$ cat config.mk
export PLATFORM = sky130hd
export DESIGN_NAME = ghf_div
export DESIGN_NICKNAME = d
export VERILOG_FILES = /design/src/rtl/ghf_pkg.sv /design/src/rtl/ghf_div.sv
export SDC_FILE = /design/constraint.sdc
export NUM_CORES = 1
export LEC_CHECK = 0
export ABC_AREA = 1
export BUFFER_PORTS_ARGS = -buffer_cell sky130_fd_sc_hd__buf_2
export CAP_MARGIN = 25
export CORE_MARGIN = 3
export CORE_UTILIZATION = 50
export DETAILED_ROUTE_END_ITERATION = 10
export GPL_ROUTABILITY_DRIVEN = 0
export GPL_TIMING_DRIVEN = 0
export PLACE_DENSITY = 0.8
export SLEW_MARGIN = 15
export SYNTH_ARGS = -nofsm -noshare
export SYNTH_HDL_FRONTEND = slang
export SYNTH_SLANG_ARGS = --single-unit
$ cat constraint.sdc
create_clock -name clk -period 2.1 [get_ports clk]
set_clock_uncertainty 0.15 [all_clocks]
set_input_delay 0.105 -clock clk [delete_from_list [all_inputs] [get_ports clk]]
set_output_delay 0.105 -clock clk [all_outputs]
set_load 0.05 [all_outputs]
$ cat src/rtl/ghf_pkg.sv
// ghf_pkg: shared types, codes and helpers of the grid hole filler
// no dependencies
`default_nettype none
package ghf_pkg;

	localparam int VAL_W = 40;
	localparam int LIM_W = 39;
	localparam int SUM_W = 44;   // nine 40-bit samples
	localparam int CNT_W = 4;    // up to nine samples in a window

	typedef enum logic [1:0] {
		OP_WRITE = 2'd0,
		OP_RUN   = 2'd1,
		OP_READ  = 2'd2,
		OP_NONE  = 2'd3
	} op_t;

	typedef enum logic [1:0] {
		REG_ROWS  = 2'd0,
		REG_COLS  = 2'd1,
		REG_PASS  = 2'd2,
		REG_LIMIT = 2'd3
	} reg_idx_t;

	typedef struct packed {
		logic [1:0]              op;
		logic [5:0]              row_index;
		logic [5:0]              col_index;
		logic signed [VAL_W-1:0] pixel_value;
		logic                    pixel_present;
	} cmd_t;

	typedef struct packed {
		logic signed [VAL_W-1:0] read_value;
		logic                    read_present;
		logic [7:0]              passes_done;
		logic                    grid_was_empty;
	} result_t;

	typedef struct packed {
		logic                    present;
		logic signed [VAL_W-1:0] value;
	} ent_t;

	function automatic logic ent_valid(input ent_t e, input logic [LIM_W-1:0] lim);
		logic [VAL_W-1:0] mag;
		mag = e.value[VAL_W-1] ? VAL_W'(-e.value) : VAL_W'(e.value);
		return e.present && (mag <= {1'b0, lim});
	endfunction

endpackage
`default_nettype wire

$ cat src/rtl/ghf_div.sv
// ghf_div: restoring divider, one quotient bit per cycle
// uses ghf_pkg for widths
`default_nettype none
module ghf_div (
	input  wire logic                      clk,
	input  wire logic                      arst_n,
	input  wire logic                      start,
	input  wire logic [ghf_pkg::SUM_W-1:0] dividend,
	input  wire logic [ghf_pkg::CNT_W-1:0] divisor,
	output logic                           done,
	output logic [ghf_pkg::SUM_W-1:0]      quotient
);
	import ghf_pkg::*;

	localparam int STEP_W = $clog2(SUM_W + 1);

	logic [CNT_W-1:0]  rem_q;
	logic [CNT_W-1:0]  div_q;
	logic [SUM_W-1:0]  quo_q;
	logic [STEP_W-1:0] step_q;
	logic              run_q;
	logic [CNT_W:0]    trial;
	logic              take;

	assign trial = {rem_q, quo_q[SUM_W-1]};
	assign take = trial >= {1'b0, div_q};
	assign quotient = quo_q;

	always_ff @(posedge clk or negedge arst_n) begin
		if (!arst_n) begin
			run_q <= 1'b0;
			done <= 1'b0;
			step_q <= '0;
		end else begin
			done <= 1'b0;
			if (start) begin
				run_q <= 1'b1;
				step_q <= STEP_W'(SUM_W);
			end else if (run_q) begin
				step_q <= step_q - 1'b1;
				if (step_q == STEP_W'(1)) begin
					run_q <= 1'b0;
					done <= 1'b1;
				end
			end
		end
	end

	always_ff @(posedge clk) begin
		if (start) begin
			rem_q <= '0;
			div_q <= divisor;
			quo_q <= dividend;
		end else if (run_q) begin
			rem_q <= take ? CNT_W'(trial - {1'b0, div_q}) : trial[CNT_W-1:0];
			quo_q <= {quo_q[SUM_W-2:0], take};
		end
	end

endmodule
`default_nettype wire

Yosys cells after proc, flatten, opt, wreduce, memory -nomap -nowiden
Index checks and enable logic that the tools add are counted.

storage, ports and cells
  output and inout port bits = 45
  bits in registers = 60

cells by class
  $lt $le $gt $ge = 1
  reduce and logical (&&, ||, !) cells = 1
  muxes and demuxes = 11
  add/subtract/negate cells = 2
  equality and inequality tests = 1

operators with widths
  kind                   number
  $mux W44               2
  $mux W6                2
  $eq A6 B1 Y1 const B   1
  $mux W1                6
  $sub A6 B1 Y6 const B  1
  $ge A5 B4 Y1           1
  $mux W4                1
  $sub A4 B4 Y4          1
  $reduce_bool A2 Y1     1

Depth between registers and ports, before layout
  depth after elaboration = 4
  gate-level depth with buffers = 10

Worst setup path before layout
OpenSTA, ideal clock, no wires.

  path kind = register to register
  start = register run_q
  end = register quo_q[0], in the netlist quotient[0] (enable)
  path buffers = 0
  data required time = 1.551 ns
  library setup time = 0.399 ns
  cell stages (with the launch flop) = 3
  arrival = 1.360 ns
  slack = 0.191 ns
  clock period less this slack = 1.909 ns
  cells stage by stage = dfrtp_1 -> nor2_2 -> inv_1

on the way
  cells in the longest elaborated chain, start to end = 1

RTL lines
  item                                 line           text
  start, declared                      ghf_div.sv:21  logic run_q;
  start signal, assigned               ghf_div.sv:31  run_q <= 1'b0;
  start signal, assigned               ghf_div.sv:37  run_q <= 1'b1;
  start signal, assigned               ghf_div.sv:42  run_q <= 1'b0;
  $reduce_bool A2 Y1 (no source line)  --
  end signal, assigned                 ghf_div.sv:53  quo_q <= dividend;
  end signal, assigned                 ghf_div.sv:56  quo_q <= {quo_q[SUM_W-2:0], take};
  end, declared                        ghf_div.sv:19  logic [SUM_W-1:0] quo_q;

No other way between the ends.
A chain may end at the register's enable or synchronous reset.

==> results.ini <==
[run_status]
status = complete, no violations

[power_and_ir_drop]
seqPwrFrac_pct = 43.4
p_sw_share_pct = 36.0
combPwrFrac_pct = 31.9
pwr-share-clk_pct = 24.7
powerDensity_nw_per_um2 = 907
p_int_mw = 2.33
power.total_mw = 3.63
vdd_ir_drop_max_mv = 0.469
p_leak_nw = 2.04
switchingPower_mw = 1.31

[worst_setup_path]
criticalPathCategory = in -> async
crit_buf_inv = 4
startpoint_type = primary input
crit_path_max_incr_delay_ns = 0.72
cp_top_family = buffers and inverters
crit_chain = dlygate4sd3_1, dlygate4sd3_1, buf_2, dlygate4sd3_1
cp-end-kind = async pin
path_common_cell = dlygate4sd3_1
crit_arrival_ns = 2.02
cp_slowest_cell = dlygate4sd3_1
path_max_fanout = 6
cp.required_ns = 2.45

[clock_tree]
cts.clk_slew.worst_paths_ns = 0.07
insertion_delay_ns = 0.33
cts_setup_buffers = 0
clkSinkCount = 60
htree_num_levels = 3
cts_made_buffers = 9
root_buffer = clkbuf_8
cts_tree = done
cts_buffer_depth = 2

[cells_and_area]
fin_area_um2 = 4000
nets = 499
syn2layout_area_growth_pct = 46.0
fin_cells = 517
num-fill-cells = 350
final_layout_size_suffix_gt1_share_pct = 28.9

[logic_synthesis]
synth_area_um2 = 2740
synth_top_area_cell = edfxtp_1
yosys.area_share.simple_pct = 27.0
synthCells = 283
synth-compound-area-share_pct = 1.87
yosysTopAreaCellShare_pct = 52.6
synth_edf_count = 48
synth_seq_cells = 60
avgSynthCellArea_um2 = 9.69
synth_xor_area_share_pct = 0.319
synth_adder_area_share_pct = 3.47
synthesis.nets = 341
synth_area_leaders = edfxtp_1, nand2_1, dfrtp_1, dfxtp_1, ha_1
netlist-cell-type-count = 29
synth_top_family_by_area = simple AND/OR/NAND/NOR gates
synth.most_common_cell = nand2_1
synth-seq-area-share_pct = 62.8
postSynth.asyncResetShare_pct = 13.3
muxShareOfSynthArea_pct = 0
synth_flop_cell = edfxtp_1
yosys_warnings = 0
synthTopCellsByCount = nand2_1, edfxtp_1, inv_1

[job]
cap_violations = 0

[place]
post-place-ws_ns = 0.487
portBuffers = 95
postPlaceCellArea_um2 = 3330
dp.cells = 449
hpwlAfterDp_um = 4330

[drt]
drc = 0
ant_nets = 0
first_pass_iters = 4
post_drt_wl_per_cell_um = 14.6
vias = 2538
viasPerCell = 4.91
drt_iter0_markers = 120
drt-total-wl_um = 7560

[floorplan]
die_area_um2 = 6410
io_pins = 96
die_y_um = 80.1
initial_core_util_pct = 52.7
rows = 26
die_x_um = 80.1
core_um2 = 5200

[global_route]
gr-total-overflow = 0
grt_max_degree = 31
grt_pass1_wl_um = 12000
antenna_found_initial = 0
grt_pass1_vias = 2575
grt_use_total_pct = 25.1

[sta]
hold_slack_ns = 0.0283
slew_headroom_pct = 71.2
setup_viol = 0
min_period_over_period_pct = 79.3
max_freq_ghz = 0.601
period_needed_ns = 1.67
tightestPinTransition_ns = 0.432
hold_viol = 0
grt_setup_unrepaired = false
drv_slew = 0
fin_ws_ns = 0.435

[min_path]
hold_path.class = in -> reg

-- registers in the layout, summed over array words and instances (netlist names) --
register,cells
div_q,4
done,1
quotient,44
rem_q,4
run_q,1
step_q,6
-- final timing paths --
| path | from | endpoint | slack (ns) | cells after the start |
|---|---|---|---|---|
| max | arst_n | step_q[3] | 0.43 | 4 |
| min | dividend[0] | quotient[0] | 0.03 | 3 |
| max reg2reg | div_q[2] | quotient[0] | 0.50 | 6 |
| min reg2reg | rem_q[3] | rem_q[3] | 0.32 | 2 |
| max in group clk | start | quotient[30] | 0.46 | 5 |
| min in group asynchronous | arst_n | run_q | 0.49 | 3 |
-- power by group through the flow --
stage,combinational [mW],sequential (mW),clock [mW]
finish,1.16,1.58,0.897
global route,1.27,1.59,0.951
CTS,1.14,1.57,0.895
detailed placement,1.07,1.59,0
global placement,1.04,1.58,0
floorplan,0.507,1.89,0
-- worst reg2reg max path: cells and delay by family (launching register included) --
kind	cells	cell delay, ns
DFF	1	0.37
AOI/OAI and AO/OA	2	0.29
and+or+nand+nor	2	0.20
adders and majority gates	1	0.28
buffers and inverters	1	0.07
-- metal layers --
layer	track usage, %	part of all wire, %
met4	15.2	3.9
met3	7.17	7.8
met5	0	0
met1	28.4	39
met2	41.9	50
-- kinds of logic (layout without fill, tap and decap cells) --
kind of cell	Yosys count	after routing
other	0	1
adders and majority gates	7	7
buffers and inverters	30	193
DFF	60	60
AOI/OAI and AO/OA	9	9
xor gates and xnor gates	1	1
and+or+nand+nor	176	176
-- layout by cell type (no fill, tap or decap), types with 2 or more instances in the layout --
master,n
o21ai_0,2
buf_2,102
clkbuf_8,10
dfxtp_1,4
a21oi_1,3
nand3_1,9
edfxtp_1,48
clkbuf_1,6
nand2_1,146
ha_1,6
nor2_1,7
nor2_4,2
inv_1,17
inv_2,3
dlygate4sd3_1,51
dfrtp_1,8
nand4_1,4
nand2_2,2
-- metrics by stage --
stage / utilization (%) / TNS (ns)
floorplan: - / 0
global placement: 63.5 / -11.25
detailed placement: 63.9 / 0
CTS: 76.9 / 0
global route: 76.9 / 0
finish: 76.9 / 0
-- what timing repair did --
action                                  CTS  global route
resized for setup                         0             0
hold buffers                             51             0
hold endpoints to repair                 59             0
endpoints found under the setup margin    0             0
-- final cells by class --
| type | count | area (µm²) | share of cell area [%] |
|---|---|---|---|
| Antenna cell | 1 | 2.50 | 0.0625 |
| Buffer | 10 | 50.0 | 1.25 |
| Clock buffer | 14 | 153 | 3.81 |
| Clock inverter | 2 | 12.5 | 0.313 |
| Inverter | 20 | 75.1 | 1.88 |
| Multi-Input combinational cell | 193 | 896 | 22.4 |
| Sequential cell | 60 | 1720 | 43.0 |
| Tap cell | 70 | 87.6 | 2.19 |
| Timing Repair Buffer | 147 | 1010 | 25.1 |
(Power assumes the default switching activity.)
